[config.mk]
export PLATFORM = sky130hd
export DESIGN_NAME = lca_ctrl
export DESIGN_NICKNAME = d
export VERILOG_FILES = /design/src/sv/lca_pkg.sv /design/src/sv/lca_ctrl.sv
export SDC_FILE = /design/constraint.sdc
export NUM_CORES = 1
export LEC_CHECK = 0
export ABC_AREA = 0
export BUFFER_PORTS_ARGS = -buffer_cell sky130_fd_sc_hd__buf_4
export CAP_MARGIN = 20
export CELL_PAD_IN_SITES_DETAIL_PLACEMENT = 1
export CELL_PAD_IN_SITES_GLOBAL_PLACEMENT = 1
export CORE_MARGIN = 10
export CORE_UTILIZATION = 30
export CTS_CLUSTER_SIZE = 24
export DETAILED_ROUTE_END_ITERATION = 10
export GPL_TIMING_DRIVEN = 1
export PLACE_DENSITY_LB_ADDON = 0.1
export RECOVER_POWER = 25
export SLEW_MARGIN = 20
export SYNTH_ARGS = -nofsm -noshare
export SYNTH_HDL_FRONTEND = slang
export SYNTH_SLANG_ARGS = --single-unit
[constraint.sdc]
create_clock -name clk -period 2.2 [get_ports clk]
set_clock_uncertainty 0.05 [all_clocks]
set_input_delay 0.33 -clock clk [delete_from_list [all_inputs] [get_ports clk]]
set_output_delay 0.33 -clock clk [all_outputs]
set_load 0.005 [all_outputs]
[src/sv/lca_pkg.sv]
// ----------------------------------------------------------------------------
// LCA package
// Types and constants shared by the controller and the datapath.
// ----------------------------------------------------------------------------
package lca_pkg;

	localparam int unsigned NODE_W  = 10;
	localparam int unsigned DEPTH_W = 10;
	localparam logic [DEPTH_W-1:0] DEPTH_MAX = 10'h3FF;

	localparam logic REQ_LOAD  = 1'b0;
	localparam logic REQ_QUERY = 1'b1;

	typedef enum logic [3:0] {
		S_IDLE,
		S_REDUCE,
		S_L_DEP,
		S_L_WR0,
		S_L_RD,
		S_L_WR,
		S_Q_DEP,
		S_Q_SWAP,
		S_Q1_RD,
		S_Q1_UPD,
		S_Q_CHK,
		S_Q2_RD,
		S_Q2_UPD,
		S_Q_FIN_RD,
		S_Q_FIN
	} lca_state_t;

	// Commands from the controller to the datapath.
	typedef struct packed {
		logic capture;
		logic red_step;
		logic rd_input;
		logic dep_wr;
		logic jmp_wr;
		logic jmp_wr_lvl0;
		logic mid_init;
		logic mid_load;
		logic lvl_clr;
		logic lvl_inc;
		logic lvl_dec;
		logic lvl_top;
		logic swap_load;
		logic lift_v;
		logic lift_vw;
		logic emit_v;
		logic emit_jmp;
	} lca_cmd_t;

	// Status from the datapath to the controller.
	typedef struct packed {
		logic red_none;
		logic red_zero;
		logic lvl_single;
		logic ld_last;
		logic lvl_zero;
		logic meet;
	} lca_status_t;

endpackage

[src/sv/lca_ctrl.sv]
// ----------------------------------------------------------------------------
// LCA controller
// Sequences node loads and ancestor queries over the datapath.
// ----------------------------------------------------------------------------
module lca_ctrl (
	input  logic                 clk,
	input  logic                 arst_n,
	input  logic                 start,
	input  logic                 req_type,
	input  lca_pkg::lca_status_t status,
	output lca_pkg::lca_cmd_t    cmd,
	output logic                 busy
);

	lca_pkg::lca_state_t state_q, state_d;
	logic                is_query_q;
	logic                path_query;
	lca_pkg::lca_state_t path_first;

	assign path_query = (state_q == lca_pkg::S_IDLE) ? (req_type == lca_pkg::REQ_QUERY)
	                                                  : is_query_q;
	assign path_first = path_query ? lca_pkg::S_Q_DEP : lca_pkg::S_L_DEP;

	always_ff @(posedge clk or negedge arst_n) begin
		if (!arst_n) begin
			state_q    <= lca_pkg::S_IDLE;
			is_query_q <= 1'b0;
		end else begin
			state_q <= state_d;
			if (state_q == lca_pkg::S_IDLE && start) is_query_q <= path_query;
		end
	end

	always_comb begin
		state_d = state_q;
		unique case (state_q)
			lca_pkg::S_IDLE: begin
				if (start) state_d = status.red_none ? path_first : lca_pkg::S_REDUCE;
			end
			lca_pkg::S_REDUCE: begin
				if (status.red_zero) state_d = path_first;
			end
			lca_pkg::S_L_DEP:    state_d = lca_pkg::S_L_WR0;
			lca_pkg::S_L_WR0: begin
				state_d = status.lvl_single ? lca_pkg::S_IDLE : lca_pkg::S_L_RD;
			end
			lca_pkg::S_L_RD:     state_d = lca_pkg::S_L_WR;
			lca_pkg::S_L_WR: begin
				state_d = status.ld_last ? lca_pkg::S_IDLE : lca_pkg::S_L_RD;
			end
			lca_pkg::S_Q_DEP:    state_d = lca_pkg::S_Q_SWAP;
			lca_pkg::S_Q_SWAP:   state_d = lca_pkg::S_Q1_RD;
			lca_pkg::S_Q1_RD:    state_d = lca_pkg::S_Q1_UPD;
			lca_pkg::S_Q1_UPD: begin
				state_d = status.lvl_zero ? lca_pkg::S_Q_CHK : lca_pkg::S_Q1_RD;
			end
			lca_pkg::S_Q_CHK: begin
				state_d = status.meet ? lca_pkg::S_IDLE : lca_pkg::S_Q2_RD;
			end
			lca_pkg::S_Q2_RD:    state_d = lca_pkg::S_Q2_UPD;
			lca_pkg::S_Q2_UPD: begin
				state_d = status.lvl_zero ? lca_pkg::S_Q_FIN_RD : lca_pkg::S_Q2_RD;
			end
			lca_pkg::S_Q_FIN_RD: state_d = lca_pkg::S_Q_FIN;
			lca_pkg::S_Q_FIN:    state_d = lca_pkg::S_IDLE;
			default:             state_d = lca_pkg::S_IDLE;
		endcase
	end

	always_comb begin
		cmd  = '0;
		busy = 1'b1;
		unique case (state_q)
			lca_pkg::S_IDLE: begin
				busy        = 1'b0;
				cmd.capture = start;
			end
			lca_pkg::S_REDUCE: cmd.red_step = 1'b1;
			lca_pkg::S_L_DEP:  cmd.rd_input = 1'b1;
			lca_pkg::S_L_WR0: begin
				cmd.dep_wr      = 1'b1;
				cmd.jmp_wr      = 1'b1;
				cmd.jmp_wr_lvl0 = 1'b1;
				cmd.mid_init    = 1'b1;
				cmd.lvl_clr     = 1'b1;
			end
			lca_pkg::S_L_RD: begin
			end
			lca_pkg::S_L_WR: begin
				cmd.jmp_wr   = 1'b1;
				cmd.mid_load = 1'b1;
				cmd.lvl_inc  = 1'b1;
			end
			lca_pkg::S_Q_DEP: cmd.rd_input = 1'b1;
			lca_pkg::S_Q_SWAP: begin
				cmd.swap_load = 1'b1;
				cmd.lvl_top   = 1'b1;
			end
			lca_pkg::S_Q1_RD: begin
			end
			lca_pkg::S_Q1_UPD: begin
				cmd.lift_v  = 1'b1;
				cmd.lvl_dec = !status.lvl_zero;
			end
			lca_pkg::S_Q_CHK: begin
				cmd.emit_v  = status.meet;
				cmd.lvl_top = !status.meet;
			end
			lca_pkg::S_Q2_RD: begin
			end
			lca_pkg::S_Q2_UPD: begin
				cmd.lift_vw = 1'b1;
				cmd.lvl_dec = !status.lvl_zero;
			end
			lca_pkg::S_Q_FIN_RD: begin
			end
			lca_pkg::S_Q_FIN: cmd.emit_jmp = 1'b1;
			default: begin
				busy = 1'b1;
			end
		endcase
	end

endmodule

==> results.sh <==
export IMPL_outcome="finished clean"
export IMPL_clk_root_buffer_cell="clkbuf_4"
export IMPL_cp_slowest_cell="dfrtp_1"
export IMPL_area_growth_pct=37.3
export IMPL_fin_setup_tns_ps=0
export IMPL_cts_tree="yes"
export IMPL_final_nets=110
export IMPL_tightest_slew_ps=538
export IMPL_setup_violations=0
export IMPL_grt_max_degree=19
export IMPL_post_route_period_util_pct=89.9
export IMPL_grt_overflow=0
export IMPL_max_freq_mhz=506
export IMPL_grt_pass1_wl_um=3030
export IMPL_reg2reg_to="is_query_q"
export IMPL_cts_made_buffers=3
export IMPL_fin_ws_ps=223
export IMPL_whs_ps=272
export IMPL_vias_per_cell=4.98
export IMPL_ant_nets=0
export IMPL_critPathLaunchType="flop"
export IMPL_cp_max_fo=18
export IMPL_clock_sinks=5
export IMPL_place_gp_congestion=0.736
export IMPL_port_buffers=27
export IMPL_syn_cell_area_um2=553
export IMPL_period_needed_ps=1980
export IMPL_cts_htree_levels=1
export IMPL_antenna_found_initial=0
export IMPL_crit_type="flop to output pin"
export IMPL_reg2reg_slack_ps=520
export IMPL_via_count=617
export IMPL_clock_latency_ps=250
export IMPL_final_cells=124
export IMPL_drtIter0Drc=4
export IMPL_yosysSeqAreaShare_pct=22.6
export IMPL_cp_slowest_stage_delay_ps=560
export IMPL_clockBufferDepth=2
export IMPL_syn_num_nets=86
export IMPL_hp_class="input port to flop"
export IMPL_die_area_mm2=0.00396
export IMPL_route_detailed_drc=0
export IMPL_yosysUniqueCellTypes=28
export IMPL_cp_arrival_ps=1600
export IMPL_powerDensity_mw_per_mm2=1300
export IMPL_avgRoutedWirePerCell_um=14.8
export IMPL_final_common_cell="buf_4"
export IMPL_cts_clk_slew_worst_paths_ps=40
export IMPL_dp_cells=119
export IMPL_die_x_um=62.9
export IMPL_maxCapViolCount=0
export IMPL_grt_usage_pct=9.55
export IMPL_floorplan_rows=15
export IMPL_drive_above_1_share_pct=35.4
export IMPL_final_cell_mix="27 x buf_4, 9 x nor2_1, 7 x nand2_1, 7 x nand2b_1"
export IMPL_antenna_cells=0
export IMPL_r2r_start="state_q[1]"
export IMPL_ir_drop_mv=0.636
export IMPL_rsz0062_at_grt="false"
export IMPL_yosysWarnings=0
export IMPL_async_flop_share_pct=100
export IMPL_required_ps=1820
export IMPL_pre_cts_ws_ps=412
export IMPL_fin_util_pct=43.5
export IMPL_reg2reg_depth=3
export IMPL_first_pass_iters=4
export IMPL_core_mm2=0.00175
export IMPL_slew_viol_final=0
export IMPL_finalHoldViolations=0
export IMPL_dp_hpwl_um=1410
export IMPL_cp_end_kind="output pin"
export IMPL_synth_edf_count=0
export IMPL_hold_start="req_type"
export IMPL_grt_pass1_vias=628
export IMPL_synthCells=76
export IMPL_ys_flop_type="dfrtp_1"
export IMPL_worst_hold_path_num_cells=2
export IMPL_synth_seq_cells=5
export IMPL_hold_path_end="is_query_q"
export IMPL_syn_avg_cell_area_um2=7.28
export IMPL_routed_wl_um=1840
export IMPL_crit_chain="nand2b_1 -> nor3_1 -> a21oi_1 -> nor2b_1 -> buf_4"
export IMPL_ios=28
export IMPL_start_util_pct=31.7
export IMPL_die_y_um=62.9
export IMPL_slew_headroom_pct=64.1
export IMPL_p_leak_nw=0.341
export IMPL_post_cts_setup_buffer_count=0
==> power by group <==
group / switching (mW) / internal [mW]
clock: 0.0412 / 0.0688
combinational: 0.270 / 0.311
sequential: 0.156 / 0.139
==> layer usage <==
metal	vias to the layer above	global-route usage [%]	part of all wire, %
li1	305	-	-
met1	289	10.1	42
met2	18	15.2	48
met3	5	4.12	7.2
met4	0	5.87	2.3
met5	-	0	0
==> sequential cells by signal, summed over array words and instances, names as in the netlist <==
name / count
is_query_q: 1
state_q: 4
==> synthesized netlist by cell type (all sizes together), types with 2 or more instances <==
cell type,count,area share [%]
inv,3,2.0
o21ai,4,3.6
o22ai,2,2.3
dfrtp,5,23
nor2,9,6.1
nand2,7,4.8
a21oi,5,4.5
nand2b,7,7.9
nor3,6,6.3
nand3,4,3.6
nor2b,2,2.3
buf,10,12
==> critical path: cells and delay by family (launching register included) <==
kind | cells | cell delay [ps]
flops | 1 | 560
buf+inv | 1 | 120
compound gates | 1 | 60
simple gates | 3 | 600
==> per-stage QoR <==
| stage | total power [mW] | cell area, µm² |
|---|---|---|
| final | 0.985 | 759 |
| after global routing | 1.09 | 759 |
| after CTS | 1.00 | 762 |
| after detailed placement | 0.888 | 726 |
| after global placement | 0.874 | 726 |
| after floorplan | 0.690 | 553 |
==> what timing repair did <==
item,CTS,global route
gates resized for setup,0,1
endpoints found under the setup margin,0,2
hold buffers,1,0
hold endpoints to repair,5,0
==> kinds of logic after synthesis <==
group	count (synthesis)	synth area share [%]
simple gates	40	39.1
compound gates	16	19.9
buf+inv	13	14.5
flops	5	22.6
mux	2	3.85
==> area by class of cell <==
cell class	count	area, µm²
Clock buffer	4	26.3
Fill cell	234	986
Inverter	3	11.3
Multi-Input combinational cell	58	348
Sequential cell	5	126
Tap cell	25	31.3
Timing Repair Buffer	29	216
==> worst max-delay path by stage <==
stage | start | endpoint | slack [ps] | cells past startpoint
2_1_floorplan | state_q[1] | cmd[10] | 620 | 4
6_report | state_q[2] | cmd[5] | 220 | 5
5_1_grt | state_q[1] | cmd[13] | 9 | 3
4_1_cts | state_q[3] | cmd[5] | 160 | 5
3_3_place_gp | state_q[3] | cmd[5] | 420 | 5
3_5_place_dp | state_q[3] | cmd[5] | 410 | 5
(Power assumes the default switching activity.)
